`src/sv/vpcrp_pkg.sv`:
```
// Shared types and constants for the video processor CPU register port.
// No dependencies; imported by the sprite memory and the top level.
`default_nettype none

package vpcrp_pkg;

    // Item kinds arriving on the input channel
    typedef enum logic [1:0] {
        FUNC_CPU_READ    = 2'd0,
        FUNC_CPU_WRITE   = 2'd1,
        FUNC_VBLANK_START = 2'd2,
        FUNC_VBLANK_END  = 2'd3
    } func_t;

    // CPU register indexes
    localparam logic [2:0] REG_CONTROL   = 3'd0;
    localparam logic [2:0] REG_MASK      = 3'd1;
    localparam logic [2:0] REG_STATUS    = 3'd2;
    localparam logic [2:0] REG_OAM_ADDR  = 3'd3;
    localparam logic [2:0] REG_OAM_DATA  = 3'd4;
    localparam logic [2:0] REG_SCROLL    = 3'd5;
    localparam logic [2:0] REG_ADDRESS   = 3'd6;
    localparam logic [2:0] REG_DATA      = 3'd7;

    // Palette space starts here; reads at or above bypass the read buffer
    localparam logic [15:0] PALETTE_BASE = 16'h3F00;
    // VRAM address increments (control bit 2 picks the row step)
    localparam logic [15:0] STEP_ROW     = 16'd32;
    localparam logic [15:0] STEP_COLUMN  = 16'd1;

    // Write port into sprite memory
    typedef struct packed {
        logic       en;
        logic [7:0] data;
    } spr_wr_t;

endpackage

`default_nettype wire

```
`src/sv/vpcrp_sprite_ram.sv`:
```
// Sprite attribute memory: one write port, one registered read port.
// Per-entry valid bits make every unwritten entry read as zero after reset.
// Depends on vpcrp_pkg.
`default_nettype none

module vpcrp_sprite_ram #(
    parameter int DEPTH = 256,
    parameter int AW    = $clog2(DEPTH)
) (
    input  wire logic             clk,
    input  wire logic             rst_n,
    input  wire logic [AW-1:0]    wr_addr,
    input  wire vpcrp_pkg::spr_wr_t wr,
    input  wire logic [AW-1:0]    rd_addr,
    output logic [7:0]            rd_data
);
    import vpcrp_pkg::*;

    logic [7:0]       mem [DEPTH];
    logic [DEPTH-1:0] valid_reg;
    logic [7:0]       rd_data_reg;
    logic             rd_valid_reg;

    always_ff @(posedge clk)
    begin
        if (wr.en)
        begin
            mem[wr_addr] <= wr.data;
        end
        rd_data_reg <= mem[rd_addr];
    end

    always_ff @(posedge clk or negedge rst_n)
    begin
        if (!rst_n)
        begin
            valid_reg    <= '0;
            rd_valid_reg <= 1'b0;
        end
        else
        begin
            if (wr.en)
            begin
                valid_reg[wr_addr] <= 1'b1;
            end
            rd_valid_reg <= valid_reg[rd_addr];
        end
    end

    assign rd_data = rd_valid_reg ? rd_data_reg : 8'd0;

endmodule

`default_nettype wire

```
`src/sv/video_processor_cpu_register_port.sv`:
```
// Top level of the video processor CPU register port.
// Depends on vpcrp_pkg and vpcrp_sprite_ram.
`default_nettype none

// CPU register port of a tile video processor. Every input transfer is one
// CPU read, one CPU write (register index 0..7), a vblank-start event or a
// vblank-end event, and it yields exactly one output transfer carrying the
// read byte, the NMI pulse, the VRAM write strobe/data and the renderer-facing
// register copies (control, mask, t, fine x, v). An item is decoded and all
// architectural state is updated in the cycle it is accepted; its result is
// loaded into the output register by the clock edge that updates that state.
// Throughput is one item per clock: in_ready stays high while the output
// register is empty or being drained, so a full pipe keeps streaming as long
// as out_ready is high. The sprite memory read port is addressed with the
// next OAM address, so the byte for the current address is always waiting in
// its read register when an OAM data read arrives. Sprite memory comes out of
// reset reading zero everywhere (per-entry valid bits), with no clearing pass.
module video_processor_cpu_register_port_core #(
    parameter int SPRITE_MEM_DEPTH = 256
) (
    input  wire logic             clk,
    input  wire logic             rst_n,
    // input channel
    input  wire logic             in_valid,
    output logic                  in_ready,
    input  wire vpcrp_pkg::func_t func,
    input  wire logic [2:0]       cpu_address,
    input  wire logic [7:0]       write_data,
    input  wire logic [7:0]       vram_read_data,
    input  wire logic [7:0]       vram_shadow_data,
    input  wire logic             sprite_zero_hit,
    input  wire logic             sprite_overflow,
    input  wire logic             vblank_race,
    // output channel
    output logic                  out_valid,
    input  wire logic             out_ready,
    output logic [7:0]            read_data,
    output logic                  nmi_request,
    output logic                  vram_write,
    output logic [15:0]           vram_address,
    output logic [7:0]            vram_write_data,
    output logic [7:0]            control_byte,
    output logic [7:0]            mask_byte,
    output logic [14:0]           temp_address,
    output logic [2:0]            fine_x_scroll
);
    import vpcrp_pkg::*;

    localparam int SPR_AW = $clog2(SPRITE_MEM_DEPTH);

    // Architectural state
    logic [7:0]  control_reg,     control_next;
    logic [7:0]  mask_reg,        mask_next;
    logic [15:0] v_reg,           v_next;
    logic [14:0] t_reg,           t_next;
    logic [2:0]  fine_x_reg,      fine_x_next;
    logic        toggle_reg,      toggle_next;
    logic [7:0]  rbuf_reg,        rbuf_next;
    logic [7:0]  oam_addr_reg,    oam_addr_next;
    logic        nmi_en_reg,      nmi_en_next;
    logic        vblank_reg,      vblank_next;

    // Output register
    logic        out_valid_reg;
    logic [7:0]  rd_reg,  rd_next;
    logic        nmi_reg, nmi_next;
    logic        vw_reg,  vw_next;
    logic [7:0]  vwd_reg, vwd_next;

    logic        accept;
    logic [15:0] v_step;
    logic [7:0]  spr_rd_data;
    spr_wr_t     spr_wr;

    assign in_ready = !out_valid_reg || out_ready;
    assign accept   = in_valid && in_ready;
    // control bit 2: step by a row of 32 tiles instead of one
    assign v_step   = control_reg[2] ? STEP_ROW : STEP_COLUMN;

    // Item decode and next-state logic
    always_comb
    begin
        control_next  = control_reg;
        mask_next     = mask_reg;
        v_next        = v_reg;
        t_next        = t_reg;
        fine_x_next   = fine_x_reg;
        toggle_next   = toggle_reg;
        rbuf_next     = rbuf_reg;
        oam_addr_next = oam_addr_reg;
        nmi_en_next   = nmi_en_reg;
        vblank_next   = vblank_reg;
        rd_next       = 8'd0;
        nmi_next      = 1'b0;
        vw_next       = 1'b0;
        vwd_next      = 8'd0;
        spr_wr.en     = 1'b0;
        spr_wr.data   = write_data;

        if (accept)
        begin
            case (func)
                FUNC_CPU_READ:
                begin
                    case (cpu_address)
                        REG_STATUS:
                        begin
                            // flag reads as 0 on the race dot but is still cleared
                            rd_next     = {vblank_reg && !vblank_race, sprite_zero_hit,
                                           sprite_overflow, 5'd0};
                            vblank_next = 1'b0;
                            toggle_next = 1'b0;
                        end
                        REG_OAM_DATA:
                        begin
                            rd_next = spr_rd_data;
                        end
                        REG_DATA:
                        begin
                            if (v_reg >= PALETTE_BASE)
                            begin
                                // palette: direct, buffer gets the shadowed nametable byte
                                rd_next   = vram_read_data;
                                rbuf_next = vram_shadow_data;
                            end
                            else
                            begin
                                rd_next   = rbuf_reg;
                                rbuf_next = vram_read_data;
                            end
                            v_next = v_reg + v_step;
                        end
                        default:
                        begin
                        end
                    endcase
                end
                FUNC_CPU_WRITE:
                begin
                    case (cpu_address)
                        REG_CONTROL:
                        begin
                            if (write_data[7])
                            begin
                                nmi_next    = !nmi_en_reg && vblank_reg;
                                nmi_en_next = 1'b1;
                            end
                            else
                            begin
                                nmi_en_next = 1'b0;
                            end
                            t_next       = {t_reg[14:12], write_data[1:0], t_reg[9:0]};
                            control_next = write_data;
                        end
                        REG_MASK:
                        begin
                            mask_next = write_data;
                        end
                        REG_OAM_ADDR:
                        begin
                            oam_addr_next = write_data;
                        end
                        REG_OAM_DATA:
                        begin
                            spr_wr.en     = 1'b1;
                            oam_addr_next = oam_addr_reg + 8'd1;
                        end
                        REG_SCROLL:
                        begin
                            if (!toggle_reg)
                            begin
                                fine_x_next = write_data[2:0];
                                t_next      = {t_reg[14:5], write_data[7:3]};
                            end
                            else
                            begin
                                t_next = {write_data[2:0], t_reg[11:10], write_data[7:3],
                                          t_reg[4:0]};
                            end
                            toggle_next = !toggle_reg;
                        end
                        REG_ADDRESS:
                        begin
                            if (!toggle_reg)
                            begin
                                // high byte: only six bits, bit 14 cleared
                                t_next = {1'b0, write_data[5:0], t_reg[7:0]};
                            end
                            else
                            begin
                                t_next = {t_reg[14:8], write_data};
                                v_next = {1'b0, t_reg[14:8], write_data};
                            end
                            toggle_next = !toggle_reg;
                        end
                        REG_DATA:
                        begin
                            vw_next  = 1'b1;
                            vwd_next = write_data;
                            v_next   = v_reg + v_step;
                        end
                        default:
                        begin
                        end
                    endcase
                end
                FUNC_VBLANK_START:
                begin
                    vblank_next = 1'b1;
                    nmi_next    = nmi_en_reg;
                end
                FUNC_VBLANK_END:
                begin
                    vblank_next = 1'b0;
                end
                default:
                begin
                end
            endcase
        end
    end

    // Sprite memory: write at the current OAM address, prefetch at the next one
    vpcrp_sprite_ram #(
        .DEPTH (SPRITE_MEM_DEPTH),
        .AW    (SPR_AW)
    ) u_sprite_ram (
        .clk     (clk),
        .rst_n   (rst_n),
        .wr_addr (oam_addr_reg[SPR_AW-1:0]),
        .wr      (spr_wr),
        .rd_addr (oam_addr_next[SPR_AW-1:0]),
        .rd_data (spr_rd_data)
    );

    always_ff @(posedge clk or negedge rst_n)
    begin
        if (!rst_n)
        begin
            control_reg   <= 8'd0;
            mask_reg      <= 8'd0;
            v_reg         <= 16'd0;
            t_reg         <= 15'd0;
            fine_x_reg    <= 3'd0;
            toggle_reg    <= 1'b0;
            rbuf_reg      <= 8'd0;
            oam_addr_reg  <= 8'd0;
            nmi_en_reg    <= 1'b0;
            vblank_reg    <= 1'b0;
            out_valid_reg <= 1'b0;
        end
        else
        begin
            control_reg  <= control_next;
            mask_reg     <= mask_next;
            v_reg        <= v_next;
            t_reg        <= t_next;
            fine_x_reg   <= fine_x_next;
            toggle_reg   <= toggle_next;
            rbuf_reg     <= rbuf_next;
            oam_addr_reg <= oam_addr_next;
            nmi_en_reg   <= nmi_en_next;
            vblank_reg   <= vblank_next;
            if (accept)
            begin
                out_valid_reg <= 1'b1;
            end
            else if (out_ready)
            begin
                out_valid_reg <= 1'b0;
            end
        end
    end

    // Result payload; register copies follow state so they always match v, t, ...
    always_ff @(posedge clk)
    begin
        if (accept)
        begin
            rd_reg  <= rd_next;
            nmi_reg <= nmi_next;
            vw_reg  <= vw_next;
            vwd_reg <= vwd_next;
        end
    end

    assign out_valid       = out_valid_reg;
    assign read_data       = rd_reg;
    assign nmi_request     = nmi_reg;
    assign vram_write      = vw_reg;
    assign vram_write_data = vwd_reg;
    // state only moves on accept, so these hold steady while a result waits
    assign vram_address    = v_reg;
    assign control_byte    = control_reg;
    assign mask_byte       = mask_reg;
    assign temp_address    = t_reg;
    assign fine_x_scroll   = fine_x_reg;

endmodule

`default_nettype wire

```
`config.mk`:
```
export PLATFORM = sky130hd
export DESIGN_NAME = video_processor_cpu_register_port_core
export DESIGN_NICKNAME = d
export VERILOG_FILES = /design/src/sv/vpcrp_pkg.sv /design/src/sv/vpcrp_sprite_ram.sv /design/src/sv/video_processor_cpu_register_port.sv
export SDC_FILE = /design/constraint.sdc
export NUM_CORES = 2
export LEC_CHECK = 0
export ABC_AREA = 1
export BUFFER_PORTS_ARGS = -buffer_cell sky130_fd_sc_hd__buf_2
export CAP_MARGIN = 5
export CORE_MARGIN = 1.5
export CORE_UTILIZATION = 40
export CTS_CLUSTER_SIZE = 30
export DETAILED_ROUTE_END_ITERATION = 8
export GPL_TIMING_DRIVEN = 0
export REMOVE_ABC_BUFFERS = 1
export SLEW_MARGIN = 20
export SYNTH_ARGS = -nofsm -noshare
export SYNTH_HDL_FRONTEND = slang
export SYNTH_SLANG_ARGS = --single-unit
```
`constraint.sdc`:
```
create_clock -name clk -period 2.3 [get_ports clk]
set_input_delay 0.23 -clock clk [delete_from_list [all_inputs] [get_ports clk]]
set_output_delay 0.23 -clock clk [all_outputs]
set_load 0.01 [all_outputs]
```
---- After elaboration in Yosys (flattened, before gate mapping) ----
Memories as Yosys holds them, arrays and structs flattened. A register that Yosys moved wholly into a read port is not among the register bits.
Cells that the tools add are included.
operators by class
  add/sub/neg operators ................... 2
  magnitude comparators ................... 4
  eq/ne operators ......................... 19
  mux-type cells .......................... 35
  bitwise logic cells ..................... 4
  reductions and logical operators ........ 29
operator list
  cell                                                                  count
  bitwise OR 256 bit                                                    1
  case mux 16 bit (2 select lines)                                      2
  case mux 15 bit (3 select lines)                                      1
  2-to-1 mux 8 bit                                                      5
  2-to-1 mux 16 bit                                                     2
  2-to-1 mux 15 bit                                                     2
  case mux 8 bit (3 select lines)                                       1
  < comparator 8 x 9 -> 1 bit (second input constant)                   2
  AND reduction 6 bit                                                   3
  adder 16 x 6 -> 16 bit                                                1
  greater-or-equal comparator 16 x 14 -> 1 bit (second input constant)  1
  case mux 8 bit (2 select lines)                                       1
  2-to-1 mux 1 bit                                                      15
  equality test 3 bit (second input constant)                           4
  != test 2 bit (second input constant)                                 6
  AND reduction 3 bit                                                   4
  AND reduction 5 bit                                                   2
  adder 8 x 1 -> 8 bit (second input constant)                          1
  binary-select mux 1 bit (select 8 bit)                                1
  demux 1 bit (select 8 bit)                                            1
  greater-or-equal comparator 8 x 1 -> 1 bit (second input constant)    1
  AND reduction 4 bit                                                   2
  nonzero test 2 bit                                                    4
  equality test 3 x 2 -> 1 bit (second input constant)                  2
  other kinds (18)                                                      28
storage, ports and cells
  register bits after elaboration ......... 345
  memory bits (writable) .................. 2,048
  input port bits ......................... 36
  output and inout bits ................... 70
  word-level logic and storage cells ...... 114
  memories ................................ 1
memory list
  name              words  width  rd ports  clocked after memory_dff  write ports  line                    source
  u_sprite_ram.mem  256    8      1         1                         1            vpcrp_sprite_ram.sv:19  logic [7:0] mem [DEPTH];

---- Longest topological paths before layout ----
  depth in word-level cells ............... 6
  mapped depth ............................ 20
  mapped depth without buffers ............ 18

---- Modules after synthesis ----
From an unflattened synthesis, not the netlist that was laid out.
second synthesis, totals
  cell total of the unflattened synthesis .. 8,704
  area, all modules ....................... 99,196.4 um^2
by module, submodules not included
  module                                  instances  cells an instance  area an instance (um^2)  sequential area each (um^2)
  vpcrp_sprite_ram                        1          8,101              94,489.4                 68,090.3
  video_processor_cpu_register_port_core  1          603                4,707.0                  2,267.2

---- Least setup slack after synthesis ----
No wires, ideal clock.
  path kind ............................... reg-to-reg
  from .................................... register out_valid_reg, in the netlist out_valid
  to ...................................... memory u_sprite_ram.mem[179][0] (enable)
  library setup time ...................... 0.370 ns
  data arrival time ....................... 2.295 ns
  required time ........................... 1.930 ns
  slack ................................... -0.365 ns
  cell stages (with the launch flop) ...... 9
  buffers on the path ..................... 1
  path through ............................ dfrtp_1 -> nand2_1 -> nand3_1 -> nor2_2 -> inv_1 -> nor3_1 -> nand2_1 -> clkbuf_1 -> nor2_1
between the ends
  word-level cells in the longest chain between the ends .. 6
ends and longest elaborated chain
  what                                    line                                      source
  from (decl)                             video_processor_cpu_register_port.sv:64   logic out_valid_reg;
  from (signal assigned)                  video_processor_cpu_register_port.sv:250  out_valid_reg <= 1'b0;
  from (signal assigned)                  video_processor_cpu_register_port.sv:266  out_valid_reg <= 1'b1;
  from (signal assigned)                  video_processor_cpu_register_port.sv:270  out_valid_reg <= 1'b0;
  logical NOT 1 bit                       video_processor_cpu_register_port.sv:75   assign in_ready = !out_valid_reg || out_ready;
  logical OR 1 bit                        video_processor_cpu_register_port.sv:75
  net in_ready                            video_processor_cpu_register_port.sv:25   output logic in_ready,
  logical AND 1 bit                       video_processor_cpu_register_port.sv:76   assign accept = in_valid && in_ready;
  2-to-1 mux 1 bit                        video_processor_cpu_register_port.sv:100  if (accept)
  2-to-1 mux 1 bit                        vpcrp_sprite_ram.sv:26                    if (wr.en)
  2-to-1 mux 1 bit (not written as such)  vpcrp_sprite_ram.sv:28                    mem[wr_addr] <= wr.data;
  to (decl)                               vpcrp_sprite_ram.sv:19
The timed path passes the listed nets, and every way through them passes these cells.

---- Worst setup path in the final report ----
  from .................................... register oam_addr_reg[0]
  to ...................................... register u_sprite_ram.rd_data_reg[2] (read register of u_sprite_ram.mem)
between the ends
  word-level cells in the longest chain between the ends .. 4
ends and longest elaborated chain
  what                             line                                      source
  from (decl)                      video_processor_cpu_register_port.sv:59   logic [7:0] oam_addr_reg, oam_addr_next;
  from (signal assigned)           video_processor_cpu_register_port.sv:261  oam_addr_reg <= oam_addr_next;
  adder 8 x 1 -> 8 bit             video_processor_cpu_register_port.sv:166  oam_addr_next = oam_addr_reg + 8'd1;
  case mux 8 bit (2 select lines)  video_processor_cpu_register_port.sv:140  case (cpu_address)
  2-to-1 mux 8 bit                 video_processor_cpu_register_port.sv:102  case (func)
  2-to-1 mux 8 bit (*)             video_processor_cpu_register_port.sv:100
  to (decl)                        vpcrp_sprite_ram.sv:21                    logic [7:0] rd_data_reg;
Every way passes the cells marked *; elsewhere a longest branch is shown, timed or not.
A chain may end at the register's enable or synchronous reset.

==> summary.md <==
| Metric | Value |
|---|---|
| Status | finished with violations |
| Failing checks | negative setup slack |
| Initial Utilization | around two fifths |
| Total Neg Setup Slack | -551.82 ns |
| Min-Delay Path Class | in2reg |
| Crit-path cells | buf_4 > nand3_1 > nor2_1 > inv_1 > o21ai_0 > nand3_1 > a31oi_4 > buf_4 > buf_8 > buf_16 > nand3_2 > nand3_4 > nand3_2 > nand2_2 |
| Max reg flops | about 2.0k |
| Drt wl/cell | between 20 and 30 microns |
| Crit. End Element | register |
| TritonCTS clock tree | yes |
| PwrDens | 995.9 mW/mm^2 |
| Post-Route WL | 357,800 microns |
| Die height | between 500 and 600 microns |
| VDD IR-drop max | 0.0007536 V |
| Die ar. | 0.2664 sq mm |
| Via density | 5.658 |
| Worst endpoint data arrival time | between 4 and 5 ns |
| DRT antenna net count | 0 |
| Number of DRC markers after the initial detailed-route iteration | 10.31k |
| Via count | roughly 79k |
| Global-route wire length before repair | slightly above 500,000 microns |
| Clock tree buffer depth | 4 |
| Total power | around 0.13 W |
| Fmax | 286.0 MHz |
| Hold Fails Final Rpt | 0 |
| RSZ-0062 raised after global routing | true |
| Setup CP Type | reg2reg |
| Share of the synthesized area in the top cell type | between 50% and 60% |
| Initial antenna violation count | 12 |
| Grt total ovfl | 0 |
| Leak | 50.71 nW |
| Clock Latency Late Sink | between 0.9 and 1 ns |
| Pre-Repair DR Iteration Count | 6 |
| Core area | ~0.26 sq mm |
| Crit share post-route | 152.0% |
| Number of enable flip-flop cells after synthesis | 2,066 |
| Seq cells post-synth | about 2.4k |
| Row cnt | around 190 |
| CP Data Required Time | roughly 3.2 ns |
| Fillers | about 22k |
| Synth cell types | 40 |
| Top post-synthesis cells by area | edfxtp_1, nand3_1, dfrtp_1 |
| Top-count cell post-synth | nand3_1 |
| Fraction of registers with async set/reset | between 10% and 20% |
| Largest net degree at the start of global routing | approximately 110 |
| Final Setup Violations | just under 2k |
| Max-slew headroom | between 20% and 30% |
| Max Slew Vio Count | 0 |
| Final worst path period need | between 3 and 4 ns |
| Syn. warnings | 0 |
| Mapped Cells | ~9.9k |
| Non-Filler Instances | between 10k and 15k |
| Num CTS Buffers | between 200 and 300 |
| DP Cell Count | 13.01k |
| Ports | ~110 |
| # DRC | 0 |
| Area grow syn2layout | 23.18% |
| MaxCap Viol Count | 0 |
| Num Clock Sinks | approximately 2.4k |
| Least-Margin Pin Slew | approximately 1.2 ns |
| GRT Util Overall | roughly a quarter |
| Placer Congestion | 0.8120 |
| Reg clk slew, reported paths | approximately 0.06 ns |
| Worst Skew | 0.03852 ns |
| Critical path peak fanout | 18 |
| Top post-synthesis cells by count | nand3_1, edfxtp_1, nand2_1 |
| Layout cells sized above 1 | between 10% and 20% |
| Number of global-route vias before repair | around 75k |
| Main synth FF type | edfxtp_1 |
| CP max-delay cell | dfrtp_4 |
| Layout Nets | roughly 10k |
| Seq/Total Area, Yosys | between 60% and 70% |
| Max stage delay on crit path | 0.46 ns |
| Startpoint Class | register |
| CTS root buffer | clkbuf_16 |
| Final WS setup | -1.197 ns |
| Input/output buffers | roughly 110 |
| H-Tree Level Count | 5 |
| DP HPWL | 174,400 microns |
| Die X-Extent | ~520 microns |
| Mean Syn Cell Area | roughly 11 sq um |
| Largest area contributor in the netlist | edfxtp_1 |
| Post-synthesis cell area | around 0.11 sq mm |
## where the power goes
part	leakage, nW	switching [W]	internal (W)
registers	21.8	0.000656	0.0478
clock network	4.05	0.0172	0.0240
logic	24.9	0.0262	0.0134
total	50.7	0.0440	0.0852
## per-layer routing
metal,global-route usage (%),wire length [microns]
met4,13.09,19850
met5,0,9
met1,34.68,139300
met2,40.68,162800
met3,5.217,35890
## worst max-delay path: cells and delay by family, from the launching register on
kind	cells	cell delay, ns
AO/OA/AOI/OAI	2	0.64
buffers and inverters	5	1.19
flip-flops	1	0.46
AND/OR/NAND/NOR	7	1.08
## layout by cell type (no fill, tap or decap), types with 6 or more instances in the layout
| master | instances |
|---|---|
| buf_16 | 170 |
| nand2_8 | 18 |
| nor3_1 | 9 |
| inv_6 | 7 |
| buf_8 | 16 |
| a22oi_1 | 8 |
| a221oi_1 | 6 |
| bufinv_16 | 8 |
| nand3_1 | 1809 |
| a21oi_1 | 38 |
| nand3b_1 | 576 |
| buf_2 | 96 |
| clkbuf_1 | 91 |
| dlygate4sd3_1 | 52 |
| edfxtp_1 | 2066 |
| nor2_4 | 134 |
| nand3_2 | 214 |
| diode_2 | 11 |
| nand2_2 | 23 |
| nand2_1 | 1993 |
| buf_12 | 85 |
| clkbuf_8 | 18 |
| o21ai_0 | 284 |
| buf_6 | 19 |
| o211ai_1 | 132 |
| nand2_4 | 28 |
| or2_2 | 14 |
| clkinv_2 | 34 |
| clkbuf_16 | 290 |
| buf_4 | 135 |
| dfxtp_1 | 8 |
| dfrtp_1 | 320 |
| inv_1 | 1189 |
| clkinv_1 | 33 |
| nor2_1 | 120 |
| o22ai_1 | 11 |
| bufbuf_16 | 47 |
| ha_1 | 7 |
| nand3_4 | 82 |
| nor2_2 | 112 |
## cell type report
type / instances / area, sq um / area share [%]
timing repair buffer: 627 / 10550 / 8.134
clock buffer: 392 / 7671 / 5.912
multi-input combinational: 5659 / 31370 / 24.18
tap: 3515 / 4398 / 3.389
inverter: 1208 / 4638 / 3.575
antenna: 11 / 27.53 / 0.02121
clock inverter: 80 / 590.6 / 0.4551
timing repair inverter: 7 / 135.1 / 0.1041
sequential: 2400 / 70370 / 54.23
## cells by family (layout without fill, tap and decap cells)
family	Yosys count	count (layout)	synth area share, %
fa+ha+maj	11	11	0.1307
buf+inv	1893	2314	7.333
simple gates	5125	5141	22.91
xor+xnor	6	6	0.04989
other cells	0	11	0
flops	2400	2400	66.79
compound gates	500	501	2.784
## path summary, 6_finish.rpt
check / startpoint / endpoint / slack, ns / cells past startpoint
min in group asynchronous: rst_n / temp_address[5] / 0.45 / 3
worst min-delay path: write_data[4] / u_sprite_ram.mem[167][4] / 0.03 / 3
worst max-delay path: oam_addr_reg[0] / u_sprite_ram.rd_data_reg[2] / -1.20 / 14
max in group asynchronous: rst_n / u_sprite_ram.valid_reg[79] / 0.33 / 5
worst max register to register: oam_addr_reg[0] / u_sprite_ram.rd_data_reg[2] / -1.20 / 14
worst min register to register: u_sprite_ram.valid_reg[245] / u_sprite_ram.valid_reg[245] / 0.46 / 2
## what timing repair did
action,4_1_cts,5_1_grt
pin swaps,91,88
hold endpoints to repair,758,0
gates cloned,104,11
resized for setup,647,287
hold buffers,78,0
endpoints found under the setup margin,2355,2291
buffers inserted,135,82
## per-stage QoR
stage	worst slack (ns)	instance area (sq um)	utilization (%)	hold slack, ns
final	-1.197	129800	49.52	0.03391
after global routing	-1.204	129700	49.51	0.02716
after CTS	-1.016	127400	48.62	0.0005286
after detailed placement	-4.828	111000	42.36	0.2454
after global placement	-78.21	107100	40.86	0.4387
after floorplan	-30.45	102100	-	-0.06559
Note: power is estimated with default switching activity, not from simulation.
